===== config.mk =====
export PLATFORM = sky130hd
export DESIGN_NAME = prdr_finish
export DESIGN_NICKNAME = d
export VERILOG_FILES = /design/src/prdr_pkg.sv /design/src/prdr_finish.sv
export SDC_FILE = /design/constraint.sdc
export NUM_CORES = 2
export LEC_CHECK = 0
export ABC_AREA = 1
export BUFFER_PORTS_ARGS = -buffer_cell sky130_fd_sc_hd__buf_4
export CAP_MARGIN = 20
export CORE_AREA = 2 2 353 355
export DETAILED_ROUTE_END_ITERATION = 6
export DIE_AREA = 0 0 355 357
export PLACE_DENSITY_LB_ADDON = 0.12
export SETUP_SLACK_MARGIN = 0.1
export SYNTH_ARGS = -nofsm -noshare
export SYNTH_HDL_FRONTEND = slang
export SYNTH_SLANG_ARGS = --single-unit

===== constraint.sdc =====
create_clock -name clk -period 8.6 [get_ports clk]
set_clock_uncertainty 0.1 [all_clocks]
set_input_delay 1.72 -clock clk [delete_from_list [all_inputs] [get_ports clk]]
set_output_delay 1.72 -clock clk [all_outputs]
set_load 0.005 [all_outputs]

===== src/prdr_pkg.sv =====
// Shared types, constants and tables of the pair distance unit.
// No dependencies.
package prdr_pkg;

    localparam int MAX_PARTICLES = 16;
    localparam int COMPONENTS    = 4;
    localparam int ADDR_W        = (MAX_PARTICLES > 1) ? $clog2(MAX_PARTICLES) : 1;

    localparam int LOG_STEPS     = 24;
    localparam int CORDIC_STEPS  = 21;
    // store read, two prep stages, the step chain, four finishing stages
    localparam int PIPE_LATENCY  = LOG_STEPS + 7;

    localparam logic FUNC_LOAD  = 1'b0;
    localparam logic FUNC_QUERY = 1'b1;

    localparam logic [1:0] COMP_E  = 2'd0;
    localparam logic [1:0] COMP_PX = 2'd1;
    localparam logic [1:0] COMP_PY = 2'd2;
    localparam logic [1:0] COMP_PZ = 2'd3;

    localparam logic [1:0] ST_OK    = 2'd0;
    localparam logic [1:0] ST_SAT   = 2'd1;
    localparam logic [1:0] ST_UNDEF = 2'd2;

    typedef logic signed [23:0] comp_val_t;
    typedef logic signed [35:0] cord_t;
    typedef logic signed [24:0] ang_t;

    localparam ang_t ANG_PI = 25'sd3294199;
    localparam logic signed [25:0] ANG_TWO_PI = 26'sd6588398;
    localparam logic [28:0] HALF_LN2_Q30 = 29'd372130559;

    typedef struct packed {
        logic       func;
        logic [3:0] index_a;
        logic [3:0] index_b;
        logic [1:0] component;
        comp_val_t  value;
    } req_t;

    typedef struct packed {
        logic [23:0] distance_sq;
        logic [1:0]  status;
    } rsp_t;

    typedef struct packed {
        comp_val_t e;
        comp_val_t px;
        comp_val_t py;
        comp_val_t pz;
    } mom_t;

    typedef struct packed {
        logic valid;
        logic zero_a;
        logic zero_b;
        mom_t a;
        mom_t b;
    } pair_t;

    typedef struct packed {
        logic              valid;
        logic              undef;
        logic [3:0][30:0]  mant;
        logic [3:0][4:0]   expo;
        logic [3:0][23:0]  frac;
        cord_t [1:0]       cx;
        cord_t [1:0]       cy;
        ang_t [1:0]        cz;
    } lane_t;

    function automatic ang_t atan_q20(input logic [4:0] step);
        ang_t a;
        case (step)
            5'd0:    a = 25'sd823550;
            5'd1:    a = 25'sd486170;
            5'd2:    a = 25'sd256879;
            5'd3:    a = 25'sd130396;
            5'd4:    a = 25'sd65451;
            5'd5:    a = 25'sd32757;
            5'd6:    a = 25'sd16383;
            5'd7:    a = 25'sd8192;
            5'd8:    a = 25'sd4096;
            5'd9:    a = 25'sd2048;
            5'd10:   a = 25'sd1024;
            5'd11:   a = 25'sd512;
            5'd12:   a = 25'sd256;
            5'd13:   a = 25'sd128;
            5'd14:   a = 25'sd64;
            5'd15:   a = 25'sd32;
            5'd16:   a = 25'sd16;
            5'd17:   a = 25'sd8;
            5'd18:   a = 25'sd4;
            5'd19:   a = 25'sd2;
            5'd20:   a = 25'sd1;
            default: a = 25'sd0;
        endcase
        return a;
    endfunction

    function automatic logic [ADDR_W-1:0] addr_of(input logic [3:0] idx);
        return ADDR_W'(idx);
    endfunction

    function automatic logic in_range(input logic [3:0] idx);
        return int'(idx) < MAX_PARTICLES;
    endfunction

endpackage


===== src/prdr_finish.sv =====
// Four finishing stages: log sum and azimuth fold, scale by ln(2)/2,
// squares, round and saturate. Depends on prdr_pkg.
module prdr_finish (
    input  logic            clk,
    input  logic            rst_n,
    input  prdr_pkg::lane_t lane_in,
    output logic            done,
    output prdr_pkg::rsp_t  rsp
);
    import prdr_pkg::*;

    logic               f1_valid_reg, f2_valid_reg, f3_valid_reg, done_reg;
    logic               f1_undef_reg, f2_undef_reg, f3_undef_reg;
    logic signed [31:0] f1_lsum_reg;
    logic signed [31:0] f1_lsum_next;
    logic [21:0]        f1_dphi_reg;
    logic [21:0]        f1_dphi_next;
    logic [59:0]        f2_prod_reg;
    logic [25:0]        f2_dp_reg;
    logic [30:0]        lmag;
    logic [60:0]        rnd;
    logic [61:0]        f3_dy2_reg;
    logic [51:0]        f3_dp2_reg;
    logic [63:0]        total;
    rsp_t               rsp_reg;
    rsp_t               rsp_next;

    always_comb
    begin
        logic signed [25:0] d;
        f1_lsum_next = $signed({3'b0, lane_in.expo[0], lane_in.frac[0]})
                     - $signed({3'b0, lane_in.expo[1], lane_in.frac[1]})
                     - $signed({3'b0, lane_in.expo[2], lane_in.frac[2]})
                     + $signed({3'b0, lane_in.expo[3], lane_in.frac[3]});
        d = 26'(lane_in.cz[0]) - 26'(lane_in.cz[1]);
        if (d < 0)
            d = -d;
        // fold into [0, pi]
        if (d > 26'(ANG_PI))
            d = ANG_TWO_PI - d;
        if (d < 0)
            d = '0;
        f1_dphi_next = 22'(d);
    end

    assign lmag  = f1_lsum_reg[31] ? 31'(-f1_lsum_reg) : 31'(f1_lsum_reg);
    assign rnd   = 61'(f2_prod_reg) + (61'(1) << 29);
    assign total = 64'(f3_dy2_reg) + 64'(f3_dp2_reg) + (64'(1) << 31);

    always_comb
    begin
        if (f3_undef_reg)
        begin
            rsp_next.distance_sq = '0;
            rsp_next.status      = ST_UNDEF;
        end
        else if (total[63:32] > 32'h00FF_FFFF)
        begin
            rsp_next.distance_sq = 24'hFF_FFFF;
            rsp_next.status      = ST_SAT;
        end
        else
        begin
            rsp_next.distance_sq = total[55:32];
            rsp_next.status      = ST_OK;
        end
    end

    always_ff @(posedge clk or negedge rst_n)
    begin
        if (!rst_n)
        begin
            f1_valid_reg <= 1'b0;
            f2_valid_reg <= 1'b0;
            f3_valid_reg <= 1'b0;
            done_reg     <= 1'b0;
        end
        else
        begin
            f1_valid_reg <= lane_in.valid;
            f2_valid_reg <= f1_valid_reg;
            f3_valid_reg <= f2_valid_reg;
            done_reg     <= f3_valid_reg;
        end
    end

    always_ff @(posedge clk)
    begin
        f1_undef_reg <= lane_in.undef;
        f1_lsum_reg  <= f1_lsum_next;
        f1_dphi_reg  <= f1_dphi_next;
        f2_undef_reg <= f1_undef_reg;
        f2_prod_reg  <= 60'(lmag) * 60'(HALF_LN2_Q30);
        f2_dp_reg    <= {f1_dphi_reg, 4'd0};
        f3_undef_reg <= f2_undef_reg;
        f3_dy2_reg   <= 62'(rnd[60:30]) * 62'(rnd[60:30]);
        f3_dp2_reg   <= 52'(f2_dp_reg) * 52'(f2_dp_reg);
        rsp_reg      <= rsp_next;
    end

    assign done = done_reg;
    assign rsp  = rsp_reg;

endmodule


==> flow_summary.yaml <==
status:
  status: "finished, final reports clean"
floorplanning:
  io_pins: 465
  start_util_pct: 58.5
  die_height_um: 357
  die_x_um: 355
  rows: 129
  core_sq_um: 123000
  die_area_sq_um: 127000
worst_setup_path:
  setup.worst_path.class: "register to register"
  start_kind: "register"
  arrival_ns: 8.95
  path_max_fanout: 4
  slowest_delay_ns: 0.58
  r2r_end: "f2_prod_reg[53]"
  cp.buffers_inverters: 10
  r2r_cells: 40
  path_delay_family: "adder cells"
  endpoint_kind: "register"
  path_common_cell: "fa_1"
  reg2reg_from: "f1_lsum_reg[6]"
  cp.required_ns: 8.99
  crit_slowest_cell: "fa_1"
  r2r_slack_ns: 0.04
clock_network:
  clockBufferDepth: 3
  root_buffer: "clkbuf_16"
  clk_pin_slew_ns: 0.07
  insertion_delay_ns: 0.62
  cts_tree: "done"
  cts_max_level: 1
  cts.sinks: 237
  cts_buffers: 29
placed_design:
  gp_congestion: 0.975
  dp_hpwl_um: 178000
  place_inst: 10996
  portBuffers: 196
drt:
  drt_iter0_markers: 3561
  dr_total_vias: 58155
  ant_nets: 0
  drt_pre_antenna_iters: 6
  vias_per_cell: 5.22
  drt_drc_violations_left: 0
  routedWlPerCell_um: 18.4
  routed_wl_um: 205000
timing:
  worst_pin_slew_ns: 1.12
  slew_headroom_pct: 25.2
  fin_crit_ns: 8.56
  clock.fmax_mhz: 117
  rsz0062_at_grt: "yes"
  whs_ns: 0.223
  finalSetupViolations: 0
  drv_slew: 0
  fin_crit_sh_pct: 99.5
  hold_viol: 0
logic_synthesis:
  syn_avg_cell_area_sq_um: 8.35
  async_flop_share_pct: 1.69
  synth_area_sq_um: 71900
  yosysUniqueCellTypes: 55
  synth_edf_count: 0
  netlist_instances: 8617
  ys_seq_area_share_pct: 6.62
  synth_ff_type: "dfxtp_1"
  yosysWarnings: 0
  synth-seq-cells: 237
final_layout:
  final_common_cell: "inv_1"
  drive_gt1_share_pct: 17.2
  largest_reg_flops: 54
  layout.nets: 12304
  fin_cells: 11134
  final_cell_mix: "inv_1, fa_1, nand2_1"
  area_growth_pct: 17.8
  fin_util_pct: 68.9
hold_path:
  min_to: "f2_dp_reg[24]"
  hold_depth: 0
  hp-start: "f1_dphi_reg[20]"
  hp-class: "register to register"
global_routing:
  grt_usage_pct: 32.8
  grt_max_degree: 37
  antenna_found_initial: 7
  grt_overflow: 0
  grt_pass1_vias: 62227
  grt_pass1_wl_um: 325000
run:
  drv_cap: 0
==> logic make-up after synthesis <==
| group | Yosys count | synth area share [%] |
|---|---|---|
| simple gates | 2272 | 13.0 |
| xor+xnor | 276 | 3.37 |
| compound gates | 783 | 6.11 |
| buf+inv | 2657 | 14.0 |
| flops | 237 | 6.62 |
| fa+ha+maj | 2390 | 56.9 |
| other cells | 2 | 0.0104 |
==> Yosys cell counts, types with 17 or more instances <==
library cell	number	area (sq um)
nand2_1	1204	4520
ha_1	916	11500
a21o_1	17	128
xnor2_1	77	674
fa_1	1474	29500
xor2_1	198	1730
a21boi_0	20	150
nor2_1	668	2510
a31oi_1	74	463
o21ai_0	174	871
inv_1	2501	9390
or2_2	22	138
a21oi_1	390	1950
nand4_1	37	231
nor3_1	52	260
clkbuf_1	114	428
nor4_1	27	169
nand3_1	172	861
dfxtp_1	233	4660
o21a_1	24	180
o211ai_1	21	158
nand2_2	44	275
==> metrics by stage <==
stage | setup slack, ns | cell area, sq um | setup TNS (ns)
floorplan | 0.104 | 72100 | 0
global placement | -0.516 | 80100 | -6.82
detailed placement | -0.573 | 80200 | -8.31
CTS | -0.132 | 82100 | -0.285
global route | -0.464 | 84700 | -6.48
finish | 0.0394 | 84700 | 0
==> per-layer routing <==
layer / track usage (%) / part of all wire, % / vias up
met2: 56.4 / 49 / 1810
met1: 42.0 / 40 / 28550
met4: 12.8 / 4.7 / 4
met3: 4.69 / 6.7 / 475
met5: 0 / 0.017 / -
li1: - / - / 27316
==> what timing repair did <==
item | CTS | global route
pin swaps | 88 | 260
setup endpoints to repair | 59 | 64
gates cloned | 1 | 1
resized for setup | 207 | 519
hold buffers | 0 | 0
setup buffers | 30 | 59
==> area by class of cell <==
class | count | area (sq um)
multi-input combinational | 5744 | 59900
fill | 10111 | 38300
inverter | 2524 | 9510
timing repair buffer | 940 | 7540
sequential | 237 | 4780
tap | 1637 | 2050
clock buffer | 34 | 764
clock inverter | 17 | 146
antenna | 1 | 2.50
==> worst max path at each step <==
stage / from / endpoint / slack (ns) / cells after the start
final: f1_lsum_reg[6] / f2_prod_reg[53] / 0.04 / 40
after global routing: f1_lsum_reg[6] / f2_prod_reg[57] / -0.46 / 41
after CTS: f1_lsum_reg[7] / f2_prod_reg[57] / -0.13 / 40
after detailed placement: f1_lsum_reg[7] / f2_prod_reg[57] / -0.57 / 40
after global placement: f1_lsum_reg[7] / f2_prod_reg[57] / -0.52 / 40
after floorplan: f1_lsum_reg[0] / f2_prod_reg[55] / 0.10 / 40
Power is left out: the tool's default activity adds up to more than one toggle a clock period on the data nets, which glitch-free logic cannot reach.
