## config.mk

```make
export PLATFORM = sky130hd
export DESIGN_NAME = prdr_prep
export DESIGN_NICKNAME = d
export VERILOG_FILES = /design/src/prdr_pkg.sv /design/src/prdr_prep.sv
export SDC_FILE = /design/constraint.sdc
export NUM_CORES = 1
export LEC_CHECK = 0
export BUFFER_PORTS_ARGS = -buffer_cell sky130_fd_sc_hd__buf_4
export CAP_MARGIN = 20
export CORE_MARGIN = 2
export CORE_UTILIZATION = 30
export DETAILED_ROUTE_END_ITERATION = 10
export PLACE_DENSITY = 0.56
export SETUP_SLACK_MARGIN = 0.3
export SYNTH_ARGS = -nofsm -noshare
export SYNTH_HDL_FRONTEND = slang
export SYNTH_SLANG_ARGS = --single-unit
```

## constraint.sdc

```tcl
create_clock -name clk -period 5.1 [get_ports clk]
set_input_delay 1.02 -clock clk [delete_from_list [all_inputs] [get_ports clk]]
set_output_delay 1.02 -clock clk [all_outputs]
set_load 0.03 [all_outputs]
```

## src/prdr_pkg.sv

```systemverilog
// Shared types, constants and tables of the pair distance unit.
// No dependencies.
package prdr_pkg;

    localparam int MAX_PARTICLES = 16;
    localparam int COMPONENTS    = 4;
    localparam int ADDR_W        = (MAX_PARTICLES > 1) ? $clog2(MAX_PARTICLES) : 1;

    localparam int LOG_STEPS     = 24;
    localparam int CORDIC_STEPS  = 21;
    // store read, two prep stages, the step chain, four finishing stages
    localparam int PIPE_LATENCY  = LOG_STEPS + 7;

    localparam logic FUNC_LOAD  = 1'b0;
    localparam logic FUNC_QUERY = 1'b1;

    localparam logic [1:0] COMP_E  = 2'd0;
    localparam logic [1:0] COMP_PX = 2'd1;
    localparam logic [1:0] COMP_PY = 2'd2;
    localparam logic [1:0] COMP_PZ = 2'd3;

    localparam logic [1:0] ST_OK    = 2'd0;
    localparam logic [1:0] ST_SAT   = 2'd1;
    localparam logic [1:0] ST_UNDEF = 2'd2;

    typedef logic signed [23:0] comp_val_t;
    typedef logic signed [35:0] cord_t;
    typedef logic signed [24:0] ang_t;

    localparam ang_t ANG_PI = 25'sd3294199;
    localparam logic signed [25:0] ANG_TWO_PI = 26'sd6588398;
    localparam logic [28:0] HALF_LN2_Q30 = 29'd372130559;

    typedef struct packed {
        logic       func;
        logic [3:0] index_a;
        logic [3:0] index_b;
        logic [1:0] component;
        comp_val_t  value;
    } req_t;

    typedef struct packed {
        logic [23:0] distance_sq;
        logic [1:0]  status;
    } rsp_t;

    typedef struct packed {
        comp_val_t e;
        comp_val_t px;
        comp_val_t py;
        comp_val_t pz;
    } mom_t;

    typedef struct packed {
        logic valid;
        logic zero_a;
        logic zero_b;
        mom_t a;
        mom_t b;
    } pair_t;

    typedef struct packed {
        logic              valid;
        logic              undef;
        logic [3:0][30:0]  mant;
        logic [3:0][4:0]   expo;
        logic [3:0][23:0]  frac;
        cord_t [1:0]       cx;
        cord_t [1:0]       cy;
        ang_t [1:0]        cz;
    } lane_t;

    function automatic ang_t atan_q20(input logic [4:0] step);
        ang_t a;
        case (step)
            5'd0:    a = 25'sd823550;
            5'd1:    a = 25'sd486170;
            5'd2:    a = 25'sd256879;
            5'd3:    a = 25'sd130396;
            5'd4:    a = 25'sd65451;
            5'd5:    a = 25'sd32757;
            5'd6:    a = 25'sd16383;
            5'd7:    a = 25'sd8192;
            5'd8:    a = 25'sd4096;
            5'd9:    a = 25'sd2048;
            5'd10:   a = 25'sd1024;
            5'd11:   a = 25'sd512;
            5'd12:   a = 25'sd256;
            5'd13:   a = 25'sd128;
            5'd14:   a = 25'sd64;
            5'd15:   a = 25'sd32;
            5'd16:   a = 25'sd16;
            5'd17:   a = 25'sd8;
            5'd18:   a = 25'sd4;
            5'd19:   a = 25'sd2;
            5'd20:   a = 25'sd1;
            default: a = 25'sd0;
        endcase
        return a;
    endfunction

    function automatic logic [ADDR_W-1:0] addr_of(input logic [3:0] idx);
        return ADDR_W'(idx);
    endfunction

    function automatic logic in_range(input logic [3:0] idx);
        return int'(idx) < MAX_PARTICLES;
    endfunction

endpackage

```

## src/prdr_prep.sv

```systemverilog
// Two prep stages: light-cone sums, rapidity check, CORDIC pre-rotation,
// then log2 normalization. Depends on prdr_pkg.
module prdr_prep (
    input  logic            clk,
    input  logic            rst_n,
    input  prdr_pkg::pair_t pair,
    output prdr_pkg::lane_t lane_out
);
    import prdr_pkg::*;

    logic             a_valid_reg;
    logic             a_undef_reg;
    logic             a_undef_next;
    logic [3:0][23:0] a_n_reg;
    logic [3:0][23:0] a_n_next;
    cord_t [1:0]      a_cx_reg;
    cord_t [1:0]      a_cy_reg;
    ang_t [1:0]       a_cz_reg;
    cord_t [1:0]      a_cx_next;
    cord_t [1:0]      a_cy_next;
    ang_t [1:0]       a_cz_next;

    logic             b_valid_reg;
    lane_t            b_data_reg;
    lane_t            b_data_next;

    always_comb
    begin
        mom_t                m;
        logic signed [24:0]  ew;
        logic signed [24:0]  zw;
        logic signed [24:0]  zabs;
        cord_t               x0;
        cord_t               y0;
        ang_t                z0;
        a_undef_next = 1'b0;
        a_n_next     = '0;
        a_cx_next    = '0;
        a_cy_next    = '0;
        a_cz_next    = '0;
        for (int p = 0; p < 2; p++)
        begin
            if (p == 0)
                m = pair.zero_a ? '0 : pair.a;
            else
                m = pair.zero_b ? '0 : pair.b;
            ew   = {m.e[23], m.e};
            zw   = {m.pz[23], m.pz};
            zabs = zw[24] ? -zw : zw;
            if (ew <= zabs)
                a_undef_next = 1'b1;
            a_n_next[2*p]   = 24'(ew + zw);
            a_n_next[2*p+1] = 24'(ew - zw);
            x0 = {{4{m.px[23]}}, m.px, 8'd0};
            y0 = {{4{m.py[23]}}, m.py, 8'd0};
            z0 = '0;
            // left half plane: rotate by pi toward the right half
            if (x0 < 0)
            begin
                z0 = (y0 >= 0) ? ANG_PI : -ANG_PI;
                x0 = -x0;
                y0 = -y0;
            end
            a_cx_next[p] = x0;
            a_cy_next[p] = y0;
            a_cz_next[p] = z0;
        end
    end

    always_ff @(posedge clk or negedge rst_n)
    begin
        if (!rst_n)
        begin
            a_valid_reg <= 1'b0;
            b_valid_reg <= 1'b0;
        end
        else
        begin
            a_valid_reg <= pair.valid;
            b_valid_reg <= a_valid_reg;
        end
    end

    always_ff @(posedge clk)
    begin
        a_undef_reg <= a_undef_next;
        a_n_reg     <= a_n_next;
        a_cx_reg    <= a_cx_next;
        a_cy_reg    <= a_cy_next;
        a_cz_reg    <= a_cz_next;
        b_data_reg  <= b_data_next;
    end

    // normalize each operand to a Q1.30 mantissa
    always_comb
    begin
        logic [4:0] k;
        b_data_next       = '0;
        b_data_next.undef = a_undef_reg;
        b_data_next.cx    = a_cx_reg;
        b_data_next.cy    = a_cy_reg;
        b_data_next.cz    = a_cz_reg;
        for (int j = 0; j < 4; j++)
        begin
            k = '0;
            for (int b = 0; b < 24; b++)
            begin
                if (a_n_reg[j][b])
                    k = 5'(b);
            end
            b_data_next.expo[j] = k;
            b_data_next.mant[j] = 31'(a_n_reg[j]) << (5'd30 - k);
        end
    end

    always_comb
    begin
        lane_out       = b_data_reg;
        lane_out.valid = b_valid_reg;
    end

endmodule

```

==> metrics.txt <==
status completed; Fmax 231 MHz; sequential fraction of design power 28.9%; worst slew pin tran 1060 ps; Post-Layout Cell Count 4819; Max Cap Viol 0; first-pass GRT wire length 131000 µm; critical path's slowest cell a2111oi_0; Ports 633; P_sw 0.00716 W; GP Congestion 0.924; initial antenna violation count 10; clk_lat worst skew 650 ps; combinational share of power 47.7%; Longest Clk Path Bufs 3; final hold vios 0; core area 91700 µm²; Yosys cell types 101; Area Overhead vs Synth 21.9%; First DRT Iteration DRCs 1513; ys flop type dfxtp_1; period utilization 84.7%; Die X 308 µm; Crit path required time 5640 ps; TritonCTS clock tree done; Reg2Reg Depth 13; dpl cells 4717; fin util 36.9%; FFs w/ async S/R, synth 0.418%; Max stage delay on crit path 600 ps; CP Capture Type flip-flop; max FFs per register 263; crit-path cells buf_4 -> inv_2 -> nand2_1 -> inv_1 -> nor4_1 -> nand2_1 -> or2_2 -> nand2b_1 -> o31ai_1 -> xnor2_1 -> nand2_1 -> ha_1 -> a21o_1 -> a2111oi_0 -> nand3_1 -> a2111oi_0 -> o211ai_1 -> o311ai_1; routed vias/inst 4.88; drt total wl 87100 µm; Worst path top cell family by delay compound AO/OA/AOI/OAI gates; Synth Warn # 0; gr busiest metal met2; fin crit period 4320 ps; Clock power frac 23.4%; Startpoint Class primary input; FP Rows 111; Min Hold Slack 183 ps; Initial Utilization 30.2%; GRT overflow 0; skew final 45.6 ps; drt wl/cell 18.1 µm; Root Buffer clkbuf_16; met1 Use GR 23.7%; DIE HEIGHT 308 µm; vias 23500; critical path depth in cells 18; largest net degree at the start of global routing 65; drt first pass iters 5; critical path arrival 4860 ps; Leak Pwr 15.4 nW; Port-buffer cells 504; share of cells above drive strength 1 20.7%; post-synth design cell area 27700 µm²; DIE AREA 94800 µm²; Slew Limit Fails 0; VDD IR max 0.257 mV; drc violations 0; post-detail-place hpwl 70200 µm; setup_tns 0 ps; total power 0.0173 W; met3 Usage GRT 4.61%; number of global-route vias before repair 22200; worst hold-check path type in2async; GRT Total Usage 17.5%; worst setup path start pair[193]; Max FO, Critical Path 6; cell mode on critical path nand2_1; clock sinks 478; Mean Syn Cell Area 8.76 µm²; post_cts resized 0; antenna-violating nets left 0; post-synthesis sequential area ratio 34.6%; M2 GR Usage 27.5%; EDFF count, synth 0; count of final setup violators 0; cts hold-fix bufs 0; r2r startpoint a_n_reg[20]; Total Nets Final 3938; setup bufs post-CTS 0; Cell Pwr Density 512 nW/µm²; clock-pin slew on the worst setup and hold paths 50 ps; Int Power 0.0102 W; Critical Setup Path Class in2reg; switching share of power 41.3%; Rel. slew slack 29.5%; FF+latch count, synth 478; RSZ-0062 raised after global routing false; clock buffer count from CTS 54; H-tree Lvls 2; critical path buffer and inverter count 3; Post-Syn Instances 3163
## placed cells by master, fill, tap and decap left out, types with 112 or more instances in the layout
| master | count |
|---|---|
| ha_1 | 149 |
| o21ai_0 | 146 |
| nor2_1 | 289 |
| conb_1 | 142 |
| nand2_1 | 244 |
| buf_4 | 545 |
| mux2i_1 | 172 |
| xnor2_1 | 112 |
| dfxtp_1 | 476 |
| a21oi_1 | 170 |
| inv_1 | 136 |
## final timing paths
check	slack (ps)	endpoint
max in group asynchronous	4830	b_valid_reg
worst max register to register	890	lane_out[333]
min in group clk	320	lane_out[175]
worst min register to register	320	lane_out[175]
worst max-delay path	780	a_undef_reg
worst min-delay path	180	a_valid_reg
## logic make-up after synthesis
| kind of cell | Yosys count | synth area share, % |
|---|---|---|
| DFF | 478 | 34.6 |
| muxes | 225 | 9.31 |
| AOI/OAI and AO/OA | 714 | 17.3 |
| buffers and inverters | 457 | 9.09 |
| adders and majority gates | 154 | 7.06 |
| xor gates and xnor gates | 202 | 6.72 |
| and+or+nand+nor | 931 | 15.9 |
| other | 2 | 0.0271 |
## synth_stat cells, types with 38 or more instances
cell type | count | area [µm²]
o21ai_0 | 146 | 731
nor2_1 | 289 | 1080
clkbuf_1 | 99 | 372
nor4_1 | 38 | 238
a21oi_1 | 170 | 851
nand2b_1 | 42 | 263
ha_1 | 150 | 1880
xor2_1 | 80 | 701
xnor2_1 | 114 | 998
dfxtp_1 | 476 | 9530
nor2b_1 | 90 | 563
o31ai_1 | 53 | 398
nand2_1 | 245 | 920
buf_4 | 175 | 1310
nand3_1 | 51 | 255
nor3_1 | 58 | 290
a21o_1 | 40 | 300
mux2i_1 | 172 | 1720
inv_1 | 136 | 510
## worst register-to-register path: stages, from the launching register on
cell	delay, ps
dfxtp_1	440
inv_1	130
a21oi_1	370
o31ai_2	190
a21oi_1	210
o21a_1	200
inv_2	50
ha_1	330
xnor2_4	790
mux2i_1	420
mux2i_1	260
mux2i_1	370
o221a_1	260
o22ai_1	70
## layer usage
layer  routed length, µm  vias up
met5                  57        -
met3                6310      111
li1                    -    11700
met4                2040       10
met1               39200    11000
met2               39400      685
## cell type report
class	instances	area (µm²)
Fill cell	9468	57900
Multi-Input combinational cell	2368	16200
Sequential cell	478	9580
Timing Repair Buffer	546	4110
Tap cell	1186	1480
Clock buffer	67	1460
Inverter	139	522
Clock inverter	33	438
Antenna cell	2	5.00
## through the flow
step,setup WS (ps),cell area [µm²]
finish,779,33800
detailed placement,111,31900
global route,367,33800
floorplan,301,28300
global placement,175,31900
CTS,814,33800
## power groups by stage
stage	clock [W]	combinational, W	sequential (W)
CTS	0.00419	0.00823	0.00501
global placement	0	0.00821	0.00508
global route	0.00436	0.00890	0.00509
floorplan	0	0.00489	0.00600
finish	0.00405	0.00825	0.00500
detailed placement	0	0.00820	0.00509
(Power assumes the default switching activity.)
